### config.mk
export PLATFORM = sky130hd
export DESIGN_NAME = xxh_front_flat
export DESIGN_NICKNAME = d
export VERILOG_FILES = /design/src/xxh_pkg.sv /design/src/xxh_in_if.sv /design/src/xxh_front.sv /design/src/flat_wrapper.sv
export SDC_FILE = /design/constraint.sdc
export NUM_CORES = 1
export LEC_CHECK = 0
export ABC_AREA = 1
export BUFFER_PORTS_ARGS = -buffer_cell sky130_fd_sc_hd__buf_4
export CAP_MARGIN = 5
export CORE_ASPECT_RATIO = 2
export CORE_MARGIN = 1.5
export CORE_UTILIZATION = 40
export CTS_BUF_LIST = sky130_fd_sc_hd__clkbuf_8
export CTS_CLUSTER_SIZE = 25
export DETAILED_ROUTE_END_ITERATION = 16
export HOLD_SLACK_MARGIN = 0.08
export MAX_ROUTING_LAYER = met4
export PLACE_DENSITY = 0.67
export SKIP_LAST_GASP = 1
export SYNTH_ARGS = -nofsm -noshare
export SYNTH_HDL_FRONTEND = slang
export SYNTH_SLANG_ARGS = --single-unit
### constraint.sdc
create_clock -name clk -period 3.8 [get_ports clk]
set_clock_uncertainty 0.2 [all_clocks]
set_input_delay 0.19 -clock clk [delete_from_list [all_inputs] [get_ports clk]]
set_output_delay 0.19 -clock clk [all_outputs]
set_load 0.03 [all_outputs]
### src/xxh_pkg.sv
// xxh_pkg: shared types, constants and helpers for the xxh64 stream digest
// depends on nothing; used by xxh_front, xxh_back, the top level and the bench
`timescale 1ns / 1ps

package xxh_pkg;

	localparam logic [63:0] P1 = 64'h9E3779B185EBCA87;
	localparam logic [63:0] P2 = 64'hC2B2AE3D27D4EB4F;
	localparam logic [63:0] P3 = 64'h165667B19E3779F9;
	localparam logic [63:0] P4 = 64'h85EBCA77C2B2AE63;
	localparam logic [63:0] P5 = 64'h27D4EB2F165667C5;

	localparam int unsigned STRIPE_BYTES = 32;
	localparam logic [3:0] MAX_WORD_BYTES = 4'd8;

	// one message word as it moves from front to back
	typedef struct packed {
		logic [63:0] data;
		logic [3:0]  cnt;
		logic        last;
	} xxh_word_t;

	function automatic logic [63:0] rotl64(input logic [63:0] x, input int unsigned r);
		return (x << r) | (x >> (64 - r));
	endfunction

endpackage

### src/xxh_in_if.sv
// xxh_in_if: message word channel (valid, ready, word payload)
// depends on nothing
`timescale 1ns / 1ps

interface xxh_in_if;
	logic        valid;
	logic        ready;
	logic [63:0] data_word;
	logic [3:0]  byte_count;
	logic        last_word;

	modport source (output valid, output data_word, output byte_count, output last_word,
		input ready);
	modport sink (input valid, input data_word, input byte_count, input last_word,
		output ready);
endinterface

### src/xxh_front.sv
// xxh_front: accepts message words, clamps the byte count, queues them
// depends on xxh_pkg and xxh_in_if
`timescale 1ns / 1ps

module xxh_front (
	input  logic               clk,
	input  logic               arst_n,
	xxh_in_if.sink             in_ch,
	output logic               q_valid,
	output xxh_pkg::xxh_word_t q_word,
	input  logic               q_ready
);

	xxh_pkg::xxh_word_t mem_q [2];
	logic       wr_q;
	logic       rd_q;
	logic [1:0] count_q;
	logic       push;
	logic       pop;
	xxh_pkg::xxh_word_t in_word;

	always_comb begin
		in_word.data = in_ch.data_word;
		in_word.cnt  = (in_ch.byte_count > xxh_pkg::MAX_WORD_BYTES) ?
			xxh_pkg::MAX_WORD_BYTES : in_ch.byte_count;
		in_word.last = in_ch.last_word;
	end

	assign in_ch.ready = (count_q != 2'd2);
	assign push = in_ch.valid && in_ch.ready;
	assign q_valid = (count_q != 2'd0);
	assign pop = q_valid && q_ready;
	assign q_word = mem_q[rd_q];

	always_ff @(posedge clk) begin
		if (push) begin
			mem_q[wr_q] <= in_word;
		end
	end

	always_ff @(posedge clk or negedge arst_n) begin
		if (!arst_n) begin
			wr_q    <= 1'b0;
			rd_q    <= 1'b0;
			count_q <= 2'd0;
		end else begin
			if (push) wr_q <= ~wr_q;
			if (pop) rd_q <= ~rd_q;
			count_q <= count_q + 2'(push) - 2'(pop);
		end
	end

endmodule

### src/flat_wrapper.sv
// flat-port wrapper written by rule: the top's interface ports become plain ports
module xxh_front_flat 
  (clk, arst_n, q_valid, q_word, q_ready, in_ch_valid, in_ch_data_word, in_ch_byte_count, in_ch_last_word, in_ch_ready);
  xxh_in_if in_ch_i ();
  input  logic clk;
  input  logic arst_n;
  output logic q_valid;
  output xxh_pkg::xxh_word_t q_word;
  input  logic q_ready;
  input wire logic [$bits(in_ch_i.valid)-1:0] in_ch_valid;
  input wire logic [$bits(in_ch_i.data_word)-1:0] in_ch_data_word;
  input wire logic [$bits(in_ch_i.byte_count)-1:0] in_ch_byte_count;
  input wire logic [$bits(in_ch_i.last_word)-1:0] in_ch_last_word;
  output wire logic [$bits(in_ch_i.ready)-1:0] in_ch_ready;
  assign in_ch_i.valid = in_ch_valid;
  assign in_ch_i.data_word = in_ch_data_word;
  assign in_ch_i.byte_count = in_ch_byte_count;
  assign in_ch_i.last_word = in_ch_last_word;
  assign in_ch_ready = in_ch_i.ready;
  xxh_front u_core (.clk(clk), .arst_n(arst_n), .in_ch(in_ch_i), .q_valid(q_valid), .q_word(q_word), .q_ready(q_ready));
endmodule
==> summary.txt <==
Drt
  • Uppermost layer routed: met4
  • M1 wire length: 4150 um
  • Vias: 3688
  • 1st-iter DRT viols: 195
  • DR pass1 iterations: 4
  • Routed WL: 12100 um
  • Routed wire length per instance: 15.4 um
  • Routed wl met3: 446 um
  • Met2 Wirelength: 6890 um
  • Vias per inst: 4.67
  • Antenna Nets Post-Route: 0
  • # DRC: 0

Clock network
  • Post-cts sizing count: 0
  • CTS sink cnt: 142
  • Clk Latency, worst-skew pair: 420 ps
  • CTS buffer count: 17
  • CTS Root Buffer Type: clkbuf_8
  • CTS tree: built
  • Deepest clock path buffer count: 2
  • CTS H-tree lvls: 4
  • Worst-path clk slew: 70 ps
  • Hold_buf cts: 73
  • Setup Fix Bufs, Post-CTS: 0

Power
  • Pwr dens: 769 mW/mm^2
  • Pwr Total: 5.81 mW
  • Worst IR Drop VDD: 0.479 mV
  • Lkg Pwr: 3.26 nW

Critical path
  • CP dominant cell by count: nand2_1
  • Crit Path Max Fanout: 70
  • Crit. End Element: output port
  • Critical-path cell with the highest stage delay: dfrtp_2
  • CP Data Required Time: 3410 ps
  • Crit path launch type: flip-flop
  • Critical-path cell list: inv_4 -> nand2_1 -> nand2_1 -> buf_4
  • Worst R2R Setup Slack: 1620 ps
  • Worst r2r dst: u_core.mem_q[0][37]$_DFFE_PP_
  • Reg2reg start: u_core.count_q[1]$_DFF_PN0_
  • Critical path's largest stage delay: 640 ps
  • Data arrival time of the worst path: 2130 ps
  • Crit Path Class: reg -> out
  • Worst-case reg-to-reg path depth: 4

GRT
  • Largest net degree at the start of global routing: 71
  • GR Util All Layers: 18.6%
  • Grt ovf: 0
  • Global-route wire length before repair: 18900 um
  • Initial antenna violation count: 1
  • Vias in the first global route: 4000

Run status
  • Status: finished clean

Yosys
  • Syn Inst Count: 402
  • Avg Inst Size Synth: 13.2 um^2
  • Mapped cell area: 0.00529 mm^2
  • Synth Warn #: 0
  • Mapped Nets: 477
  • Seq/Total Area, Yosys: 80.2%
  • Area share of the largest cell type after synthesis: 78.3%
  • Largest cells by area after synthesis: edfxtp_1, nand2_1, dfrtp_1, buf_4, inv_1
  • Post-synth top area cell: edfxtp_1
  • Library cells used by synthesis: 13
  • Yosys reg bits: 142

Floorplan
  • Die Height: 166 um
  • Core area: 0.0130 mm^2
  • DIE WIDTH: 84.3 um
  • Die area: 0.0140 mm^2
  • Top Ports: 144
  • Floorplan row count: 59
  • Starting Density: 40.7%

Worst hold path
  • Hold depth: 2
  • Worst Hold Class: reg -> reg
  • Hold Path Origin: u_core.wr_q$_DFFE_PN0P_
  • Hold EP: u_core.wr_q$_DFFE_PN0P_

Timing
  • Fin crit period: 2520 ps
  • Maximum operating frequency: 396 MHz
  • Final Hold Viols: 0
  • Post-route clock period utilization: 66.4%
  • Pins Over Slew Limit: 0
  • Setup violators final: 0
  • Post-Route Setup TNS: 0 ps
  • Worst Tran Pin Value: 961 ps
  • Max-slew headroom: 35.9%
  • RSZ-0062 raised after global routing: false

Run
  • Maxcap violations: 0

Finish
  • Area growth, synth to finish: 42.8%
  • Share of layout cells above drive strength 1: 27.9%
  • Nets: 700
  • Post-route cell area: 0.00756 mm^2

Place
  • DP HPWL: 7240 um
  • I/O Buffers: 143
  • Final GP Congestion: 0.810
  • DP Area: 0.00649 mm^2
[layout make-up]
| class | count | area, um^2 |
|---|---|---|
| timing repair buffer | 220 | 1830 |
| tap | 152 | 190 |
| inverter | 13 | 51.3 |
| antenna | 1 | 2.50 |
| clock buffer | 17 | 234 |
| clock inverter | 14 | 104 |
| multi-input combinational | 231 | 897 |
| fill | 1014 | 5430 |
| sequential | 142 | 4250 |
[critical path, delay by kind of cell (launching register included)]
kind          cells  cell delay [ps]
flops             1              640
simple gates      2              260
buf+inv           2              790
[Yosys cell counts]
cell      count
a21oi_1       1
buf_2         7
buf_4         6
buf_6         2
clkbuf_1      1
dfrtp_1       4
edfxtp_1    138
ha_1          2
inv_1        12
inv_4         1
nand2_1     221
nand3_1       3
nor2_1        4
[registers in the layout, summed over array words and instances, names as in the netlist]
signal	count
u_core.mem_q	138
u_core.wr_q	1
u_core.rd_q	1
u_core.count_q	2
[per-layer routing]
layer | vias up | global-route usage, %
met3 | 50 | 4.38
li1 | 1781 | -
met2 | 123 | 33.1
met4 | 0 | 12.0
met1 | 1734 | 17.2
met5 | - | -
[cell families after synthesis]
logic type | count (synthesis) | synth area share [%]
AO/OA/AOI/OAI | 1 | 0.0945
AND/OR/NAND/NOR | 228 | 16.2
buffers and inverters | 29 | 2.98
flip-flops | 142 | 80.2
adder cells (fa/ha/maj) | 2 | 0.473
[where the power goes]
part	internal (mW)	total [mW]	leakage [nW]	switching, mW
clock	0.499	1.03	0.167	0.532
sequential	2.14	2.27	1.33	0.135
combinational	0.798	2.51	1.76	1.71
total	3.44	5.81	3.26	2.37
[stage by stage]
stage | hold slack, ps | setup WS [ps] | std cells | utilization, %
after detailed placement | -204 | 1590 | 685 | 49.9
after global routing | 267 | 1070 | 790 | 58.2
after floorplan | -306 | 578 | 402 | -
after global placement | -203 | 1630 | 685 | 49.9
final | 286 | 1280 | 790 | 58.2
after CTS | 263 | 1200 | 789 | 58.2
[placed cells by master, fill, tap and decap left out, drive strengths merged, types with 2 or more instances in the layout]
cell type | Yosys | final
nand3 | 3 | 3
buf | 15 | 147
ha | 2 | 2
edfxtp | 138 | 138
nand2 | 221 | 221
clkinv | 0 | 7
inv | 13 | 15
dfrtp | 4 | 4
clkbuf | 1 | 17
dlygate4sd3 | 0 | 73
nor2 | 4 | 4
clkinvlp | 0 | 4
[worst max path at each step]
stage | cells past startpoint | start | end | slack (ps)
3_5_place_dp | 4 | u_core.wr_q$_DFFE_PN0P_ | u_core.mem_q[0][37]$_DFFE_PP_ | 1590
5_1_grt | 4 | u_core.rd_q$_DFFE_PN0P_ | q_word[12] | 1070
3_3_place_gp | 4 | u_core.wr_q$_DFFE_PN0P_ | u_core.mem_q[0][33]$_DFFE_PP_ | 1630
4_1_cts | 4 | u_core.rd_q$_DFFE_PN0P_ | q_word[68] | 1200
6_report | 4 | u_core.rd_q$_DFFE_PN0P_ | q_word[19] | 1280
2_1_floorplan | 3 | u_core.count_q[1]$_DFF_PN0_ | u_core.mem_q[1][0]$_DFFE_PP_ | 580
(Power assumes the default switching activity.)
